===== src/hw/rtl/rotation_matrix_to_quaternion_core_macros.svh =====
// assertion macros for the rotation matrix to quaternion core
// no dependencies; define ASSERT_OFF to drop every check
`ifndef ROTATION_MATRIX_TO_QUATERNION_CORE_MACROS_SVH
`define ROTATION_MATRIX_TO_QUATERNION_CORE_MACROS_SVH
`ifndef ASSERT_OFF
`define RMQ_ASSERT_NOW(lbl, ck, rstn, lhs, rhs) \
	lbl: assert property (@(posedge ck) disable iff (!rstn) (lhs) |-> (rhs)) \
		else $error("rmq check failed");
`define RMQ_ASSERT_NEXT(lbl, ck, rstn, lhs, rhs) \
	lbl: assert property (@(posedge ck) disable iff (!rstn) (lhs) |=> (rhs)) \
		else $error("rmq check failed");
`else
`define RMQ_ASSERT_NOW(lbl, ck, rstn, lhs, rhs)
`define RMQ_ASSERT_NEXT(lbl, ck, rstn, lhs, rhs)
`endif
`endif


===== src/hw/rtl/rmq_pkg.sv =====
// shared types, constants and step functions of the quaternion core
// no dependencies
package rmq_pkg;
	localparam int RootW     = 14;
	localparam int RadW      = 2 * RootW;
	localparam int SqRemW    = 17;
	localparam int QuoW      = 24;
	localparam int DivRemW   = 16;
	localparam int SqPerSt   = 2;
	localparam int SqStages  = RootW / SqPerSt;
	localparam int DivPerSt  = 3;
	localparam int DivStages = QuoW / DivPerSt;
	localparam int MatW      = 14;
	localparam int CompW     = 16;
	localparam int ProdW     = CompW + QuoW + 1;
	localparam int FracW     = 12;
	localparam logic [1:0] SelW = 2'd3;

	typedef struct packed {
		logic signed [CompW-1:0] n0;
		logic signed [CompW-1:0] n1;
		logic signed [CompW-1:0] n2;
		logic signed [CompW-1:0] n3;
		logic [1:0]              sel;
	} side_t;

	typedef struct packed {
		logic [RadW-1:0] rad;
		side_t           side;
	} rr_in_t;

	typedef struct packed {
		logic [RootW-1:0] root;
		logic [QuoW-1:0]  recip;
		side_t            side;
	} rr_out_t;

	typedef struct packed {
		logic [SqRemW-1:0] rem;
		logic [RootW-1:0]  root;
		logic [RadW-1:0]   rad;
	} sq_t;

	typedef struct packed {
		logic [DivRemW-1:0] rem;
		logic [QuoW-1:0]    quo;
		logic [QuoW-1:0]    dvd;
		logic [RootW-1:0]   den;
	} div_t;

	// one digit of the restoring square root
	function automatic sq_t sqrt_step(sq_t x);
		sq_t y;
		logic [SqRemW-1:0] remsh;
		logic [SqRemW-1:0] trial;
		remsh = {x.rem[SqRemW-3:0], x.rad[RadW-1 -: 2]};
		trial = {1'b0, x.root, 2'b01};
		y.rad = {x.rad[RadW-3:0], 2'b00};
		if (remsh >= trial) begin
			y.rem  = remsh - trial;
			y.root = {x.root[RootW-2:0], 1'b1};
		end else begin
			y.rem  = remsh;
			y.root = {x.root[RootW-2:0], 1'b0};
		end
		return y;
	endfunction

	// one bit of the restoring divide
	function automatic div_t div_step(div_t x);
		div_t y;
		logic [DivRemW-1:0] remsh;
		logic [DivRemW-1:0] dext;
		remsh = {x.rem[DivRemW-2:0], x.dvd[QuoW-1]};
		dext  = {{(DivRemW-RootW){1'b0}}, x.den};
		y.den = x.den;
		y.dvd = {x.dvd[QuoW-2:0], 1'b0};
		if (remsh >= dext) begin
			y.rem = remsh - dext;
			y.quo = {x.quo[QuoW-2:0], 1'b1};
		end else begin
			y.rem = remsh;
			y.quo = {x.quo[QuoW-2:0], 1'b0};
		end
		return y;
	endfunction
endpackage


===== src/hw/rtl/rmq_recip_pipe.sv =====
// pipelined square root followed by the pipelined reciprocal divide
// depends on rmq_pkg
module rmq_recip_pipe
	import rmq_pkg::*;
(
	input  logic    clk,
	input  logic    arst_n,
	input  logic    ce,
	input  logic    in_valid,
	input  rr_in_t  in_data,
	output logic    out_valid,
	output rr_out_t out_data
);
	sq_t   sq_in;
	sq_t   sq_s [SqStages];
	side_t sq_side_s [SqStages];
	logic [SqStages-1:0] sq_v_s;
	div_t  dv_in;
	div_t  dv_s [DivStages];
	side_t dv_side_s [DivStages];
	logic [RootW-1:0] dv_root_s [DivStages];
	logic [DivStages-1:0] dv_v_s;

	assign sq_in = '{rem: '0, root: '0, rad: in_data.rad};

	genvar g;
	for (g = 0; g < SqStages; g++) begin : g_sq
		sq_t   prev;
		side_t prev_side;
		logic  prev_v;
		sq_t   mid;
		if (g == 0) begin : g_first
			assign prev      = sq_in;
			assign prev_side = in_data.side;
			assign prev_v    = in_valid;
		end else begin : g_next
			assign prev      = sq_s[g-1];
			assign prev_side = sq_side_s[g-1];
			assign prev_v    = sq_v_s[g-1];
		end
		assign mid = sqrt_step(prev);
		always_ff @(posedge clk) begin
			if (ce) begin
				sq_s[g]      <= sqrt_step(mid);
				sq_side_s[g] <= prev_side;
			end
		end
		always_ff @(posedge clk or negedge arst_n) begin
			if (!arst_n) begin
				sq_v_s[g] <= 1'b0;
			end else if (ce) begin
				sq_v_s[g] <= prev_v;
			end
		end
	end

	// dividend is the constant 2048 * 4096
	assign dv_in = '{rem: '0, quo: '0, dvd: QuoW'(1) << (QuoW - 1),
		den: sq_s[SqStages-1].root};

	for (g = 0; g < DivStages; g++) begin : g_dv
		div_t  prev;
		side_t prev_side;
		logic  prev_v;
		div_t  st1;
		div_t  st2;
		if (g == 0) begin : g_first
			assign prev      = dv_in;
			assign prev_side = sq_side_s[SqStages-1];
			assign prev_v    = sq_v_s[SqStages-1];
		end else begin : g_next
			assign prev      = dv_s[g-1];
			assign prev_side = dv_side_s[g-1];
			assign prev_v    = dv_v_s[g-1];
		end
		assign st1 = div_step(prev);
		assign st2 = div_step(st1);
		always_ff @(posedge clk) begin
			if (ce) begin
				dv_s[g]      <= div_step(st2);
				dv_side_s[g] <= prev_side;
			end
		end
		always_ff @(posedge clk or negedge arst_n) begin
			if (!arst_n) begin
				dv_v_s[g] <= 1'b0;
			end else if (ce) begin
				dv_v_s[g] <= prev_v;
			end
		end
	end

	assign dv_root_s[0] = dv_s[0].den;
	for (g = 1; g < DivStages; g++) begin : g_root
		assign dv_root_s[g] = dv_s[g].den;
	end

	assign out_valid      = dv_v_s[DivStages-1];
	assign out_data.root  = dv_root_s[DivStages-1];
	// zero root gives a zero reciprocal
	assign out_data.recip = (dv_root_s[DivStages-1] == '0) ? '0 : dv_s[DivStages-1].quo;
	assign out_data.side  = dv_side_s[DivStages-1];
endmodule


===== config.mk =====
export PLATFORM = sky130hd
export DESIGN_NAME = rmq_recip_pipe
export DESIGN_NICKNAME = d
export VERILOG_FILES = /design/src/hw/rtl/rotation_matrix_to_quaternion_core_macros.svh /design/src/hw/rtl/rmq_pkg.sv /design/src/hw/rtl/rmq_recip_pipe.sv
export SDC_FILE = /design/constraint.sdc
export NUM_CORES = 2
export LEC_CHECK = 0
export BUFFER_PORTS_ARGS = -buffer_cell sky130_fd_sc_hd__buf_2
export CORE_MARGIN = 2
export CORE_UTILIZATION = 47
export CTS_CLUSTER_SIZE = 25
export DETAILED_ROUTE_END_ITERATION = 10
export PLACE_DENSITY_LB_ADDON = 0.08
export SYNTH_ARGS = -nofsm -noshare
export SYNTH_HDL_FRONTEND = slang
export SYNTH_SLANG_ARGS = --single-unit

===== constraint.sdc =====
create_clock -name clk -period 10 [get_ports clk]
set_input_delay 0.5 -clock clk [delete_from_list [all_inputs] [get_ports clk]]
set_output_delay 0.5 -clock clk [all_outputs]
set_load 0.03 [all_outputs]

# --- Word-level counts from Yosys, hierarchy flattened ---
# Memory sizes are Yosys's and may differ from the RTL's.
# Cells that the tools add are included.
word_totals:
  register_bits: 15
  ramBits: 1975
  inputBits: 98
  out_inout_bits: 105
  wordCells: 152
  memories: 4
memory_table:
  columns: ["memory", "depth", "word_bits", "rd", "rd_clocked_by_memory_dff", "write_ports", "line_no", "source"]
  rows:
  - ["dv_s", 8, 75, 8, 0, 8, "rmq_recip_pipe.sv:19", "div_t dv_s [DivStages];"]
  - ["dv_side_s", 8, 66, 8, 0, 8, "rmq_recip_pipe.sv:20", "side_t dv_side_s [DivStages];"]
  - ["sq_side_s", 7, 66, 7, 0, 7, "rmq_recip_pipe.sv:16", "side_t sq_side_s [SqStages];"]
  - ["sq_s", 7, 55, 7, 0, 7, "rmq_recip_pipe.sv:15", "sq_t sq_s [SqStages];"]
op_classes:
  add_sub_neg: 38
  n_lt_le_gt_ge: 38
  mux: 56
  reduce_logical: 1
ops:
  columns: ["operator", "count"]
  rows:
  - ["2-to-1 mux 40 bit", 16]
  - ["2-to-1 mux 39 bit", 16]
  - ["2-to-1 mux 31 bit", 14]
  - [">= comparator 16 x 14 -> 1 bit", 23]
  - ["subtractor 15 x 14 -> 15 bit", 15]
  - [">= comparator 17 x 16 -> 1 bit", 13]
  - ["2-to-1 mux 29 bit", 7]
  - ["subtractor 16 x 14 -> 16 bit", 8]
  - ["subtractor 17 x 16 -> 17 bit", 7]
  - ["subtractor 15 bit", 6]
  - ["2-to-1 mux 24 bit", 1]
  - ["subtractor 1 x 14 -> 15 bit, first input constant", 1]
  - [">= comparator 1 x 14 -> 1 bit, first input constant", 1]
  - ["zero test 14 bit", 1]
  - ["subtractor 2 x 1 -> 3 bit, second input constant", 1]
  - [">= comparator 2 x 1 -> 1 bit, second input constant", 1]
  - ["2-to-1 mux 1 bit", 2]

# --- Longest topological paths before layout ---
# An unclocked memory read counts as a cell.
depth:
  ltp_word: 8
  mapped_depth: 36
  depth_no_buf: 31

# --- Worst setup path before layout ---
# OpenSTA, ideal clock, no wires.
synth_path:
  path_type: "reg-to-reg"
  start: "memory dv_s[0][150] (netlist name)"
  end: "memory dv_s[0][290] (netlist name) (data pin)"
  setup_time_ps: 260
  arrival_time_ps: 7579
  required_time_ps: 9740
  slack_ps: 2161
  stages_incl_launch_ff: 33
  path_buffers: 5
  period_less_slack_ps: 7839
  cell_sequence: "edfxtp_1 -> buf_4 -> inv_1 -> fa_1 -> a211oi_1 -> nor2_1 -> o311a_1 -> a311oi_1 -> o21a_1 -> clkbuf_1 -> mux2_2 -> ha_1 -> a21o_1 -> nand2_1 -> a211o_1 -> o22ai_1 -> a41oi_1 -> o21ai_0 -> a21o_1 -> buf_2 -> buf_1 -> mux2_2 -> ha_1 -> nor2_1 -> inv_1 -> a21oi_1 -> o31ai_1 -> o41ai_1 -> o21ai_0 -> or2_2 -> o32ai_2 -> buf_6 -> mux2_2"
synth_rtl:
  columns: ["element", "line_no"]
  rows:
  - ["start, declared", "rmq_recip_pipe.sv:19"]

==> impl_results.md <==
* CP startpoint kind: flip-flop
* Total die area at 0.157 sq mm
* R2R Setup Slk at 1.20 ns
* Hold Buf Count CTS at 95
* Slowest-stage cell, CP: edfxtp_1
* # diodes at 0
* Worst setup endpoint: dv_s[0][286]
* Hold Path Class: in2reg
* Worst hold slack at 0.0915 ns
* Synthesized instance count at 5275
* Via count at 41400
* Non-filler cells, final at 7799
* Final setup viols at 0
* Initial drt markers at 2376
* Net count, final at 6147
* Crit path required time at 10.49 ns
* Root Driver: clkbuf_16
* Post-CTS sizing at 0
* Postcts setup bufs at 0
* Max Transition Viols Final at 0
* Overflow after GRT at 0
* Buffers & Inverters on Critical Path at 4
* Post-route DRC at 0
* Post-synth EDFFs at 1539
* Rows at 144
* Post-DR vias/cell at 5.31
* Cells after DPL at 7404
* Drt pass-1 iters at 5
* Synthesized area per cell at 13.7 sq um
* MaxCap Viol Count at 0
* Worst Tran Pin Value at 1.09 ns
* Clock sinks at 1554
* FF+latch count, synth at 1554
* I/O pin total at 203
* Mapped Area at 0.0724 sq mm
* Synth top area share at 63.8%
* Skew final at 0.0722 ns
* Reg-to-Reg End: dv_s[0][286]
* Critical path depth at 29
* Sequential area share after synthesis at 64.3%
* Setup crit start: dv_s[0][150]
* Outcome: finished clean
* Die Span Y at 397 microns
* Reg2Reg Launch Point: dv_s[0][150]
* Starting density of the core at 47.2%
* CTS max path bufs at 3
* Die width at 397 microns
* CP peak stage delay at 0.59 ns
* Largest net degree at the start of global routing at 170
* TritonCTS clock tree: built
* Fin crit share at 88.0%
* Port bufs at 202
* R2r worst-path depth at 29
* Clock transition at the registers of the reported paths at 0.06 ns
* CP max FO at 15
* Synth-to-Final Area Change at 12.9%
* Hold Crit Start: in_data[90]
* Slew margin rel. at 27.6%
* CTS Buf Count at 165
* Htree depth at 4
* Total wire length at 137000 microns
* Final Hold Viols at 0
* Total GRT Usage at 17.4%
* Setup CP Type: reg2reg
* Commonest cells after routing, fill and taps aside: edfxtp_1 (1539), ha_1 (420), nor2_1 (346)
* Remaining antenna violation count at 0
* Worst EP arrival at 9.29 ns
* Post-DP HPWL at 96600 microns
* First-pass GRT wire length at 218000 microns
* Worst setup EP type: flip-flop
* Area leader, netlist: edfxtp_1
* Yosys warnings at 0
* Cell variety after synth at 101
* Commonest non-fill, non-tap cell in the layout: edfxtp_1
* Placer Congestion at 0.870
* Share of flip-flops with an asynchronous set or reset at 0.965%
* Minimum clock period at 8.80 ns
* CORE AREA at 0.154 sq mm
* Initial antenna violation count at 3
* Final TNS setup at 0 ns
* RSZ-0062 raised after global routing: false
* Family with the most delay on the worst path: compound AO/OA/AOI/OAI gates
* Share of layout cells above drive strength 1 at 12.4%
* Number of global-route vias before repair at 40500
* Top cell by count, worst path: mux2_2
* Later-pin clock latency in the skew report at 0.83 ns
* Wirelength per Cell at 17.5 microns
* Ys flop type: edfxtp_1
* FMAX at 114 MHz
* Largest cells by area after synthesis: edfxtp_1 (64%), ha_1 (7.3%), mux2_2 (2.8%)
-- Yosys cell counts, drive strengths merged (69+ instances only) --
| library cell | instances |
|---|---|
| nand2 | 250 |
| nor2 | 347 |
| ha | 420 |
| mux2 | 187 |
| inv | 306 |
| nor3 | 100 |
| edfxtp | 1539 |
| buf | 109 |
| a21oi | 320 |
| nor2b | 69 |
| a21o | 109 |
| xor2 | 96 |
| o21ai | 241 |
| xnor2 | 229 |
| o21a | 90 |
-- metal layers --
metal  up-vias  GRT usage, %  share of wire [%]
met4         0          4.98                2.3
met3       216          2.91                4.0
met1     19900          24.3                 47
li1      20600             -                  -
met2       735          28.1                 47
met5         -             0                  0
-- cells by family (layout without fill, tap and decap cells) --
| kind of cell | after synthesis | count (layout) | synth area share, % |
|---|---|---|---|
| fa+ha+maj | 427 | 427 | 7.45 |
| simple gates | 1175 | 1175 | 8.08 |
| other cells | 2 | 6 | 0.0104 |
| flops | 1554 | 1554 | 64.3 |
| xor+xnor | 325 | 325 | 3.93 |
| mux | 211 | 211 | 3.26 |
| compound gates | 1121 | 1121 | 10.1 |
| buf+inv | 460 | 936 | 2.88 |
-- area by class of cell --
class	instances	area (sq um)
clock buffer	207	4340
clock inverter	93	1060
fill	12800	71800
inverter	307	1150
multi-input combinational	3265	23800
sequential	1554	46600
tap	2044	2560
timing repair buffer	329	2280
-- metrics by stage --
stage	setup WS (ns)	area (sq um)	utilization (%)
6_report	1.20	81800	53.3
5_1_grt	0.540	81800	53.3
4_1_cts	1.22	81800	53.3
3_5_place_dp	1.24	75400	49.1
3_3_place_gp	1.34	75400	49.1
2_1_floorplan	2.16	72400	-
-- worst reg2reg max path: cells and delay by family (launching register included) --
family	cells	cell delay, ns
flops	1	0.59
mux	3	1.14
simple gates	4	0.77
buf+inv	4	0.83
fa+ha+maj	3	1.19
compound gates	15	4.01
-- sequential cells by signal (all words and copies together) (netlist names) --
name	count
g_dv.prev_v	8
g_sq.prev_v	6
sq_s	224
dv_s	325
out_valid	1
dv_side_s	528
sq_side_s	462
-- how the worst min path moves through the flow --
stage | to | slack (ns) | cells after the start
2_1_floorplan | g_dv[0].prev_v | 0.20 | 0
3_3_place_gp | dv_side_s[0][135] | 0.40 | 0
3_5_place_dp | dv_s[0][270] | 0.40 | 0
4_1_cts | sq_s[0][38] | 0.01 | 3
5_1_grt | g_dv[2].prev_v | 0.08 | 2
6_report | sq_s[0][38] | 0.09 | 3
Power is not shown: default switching activity piles up to over one toggle a cycle in this logic, so the estimate is an artifact.
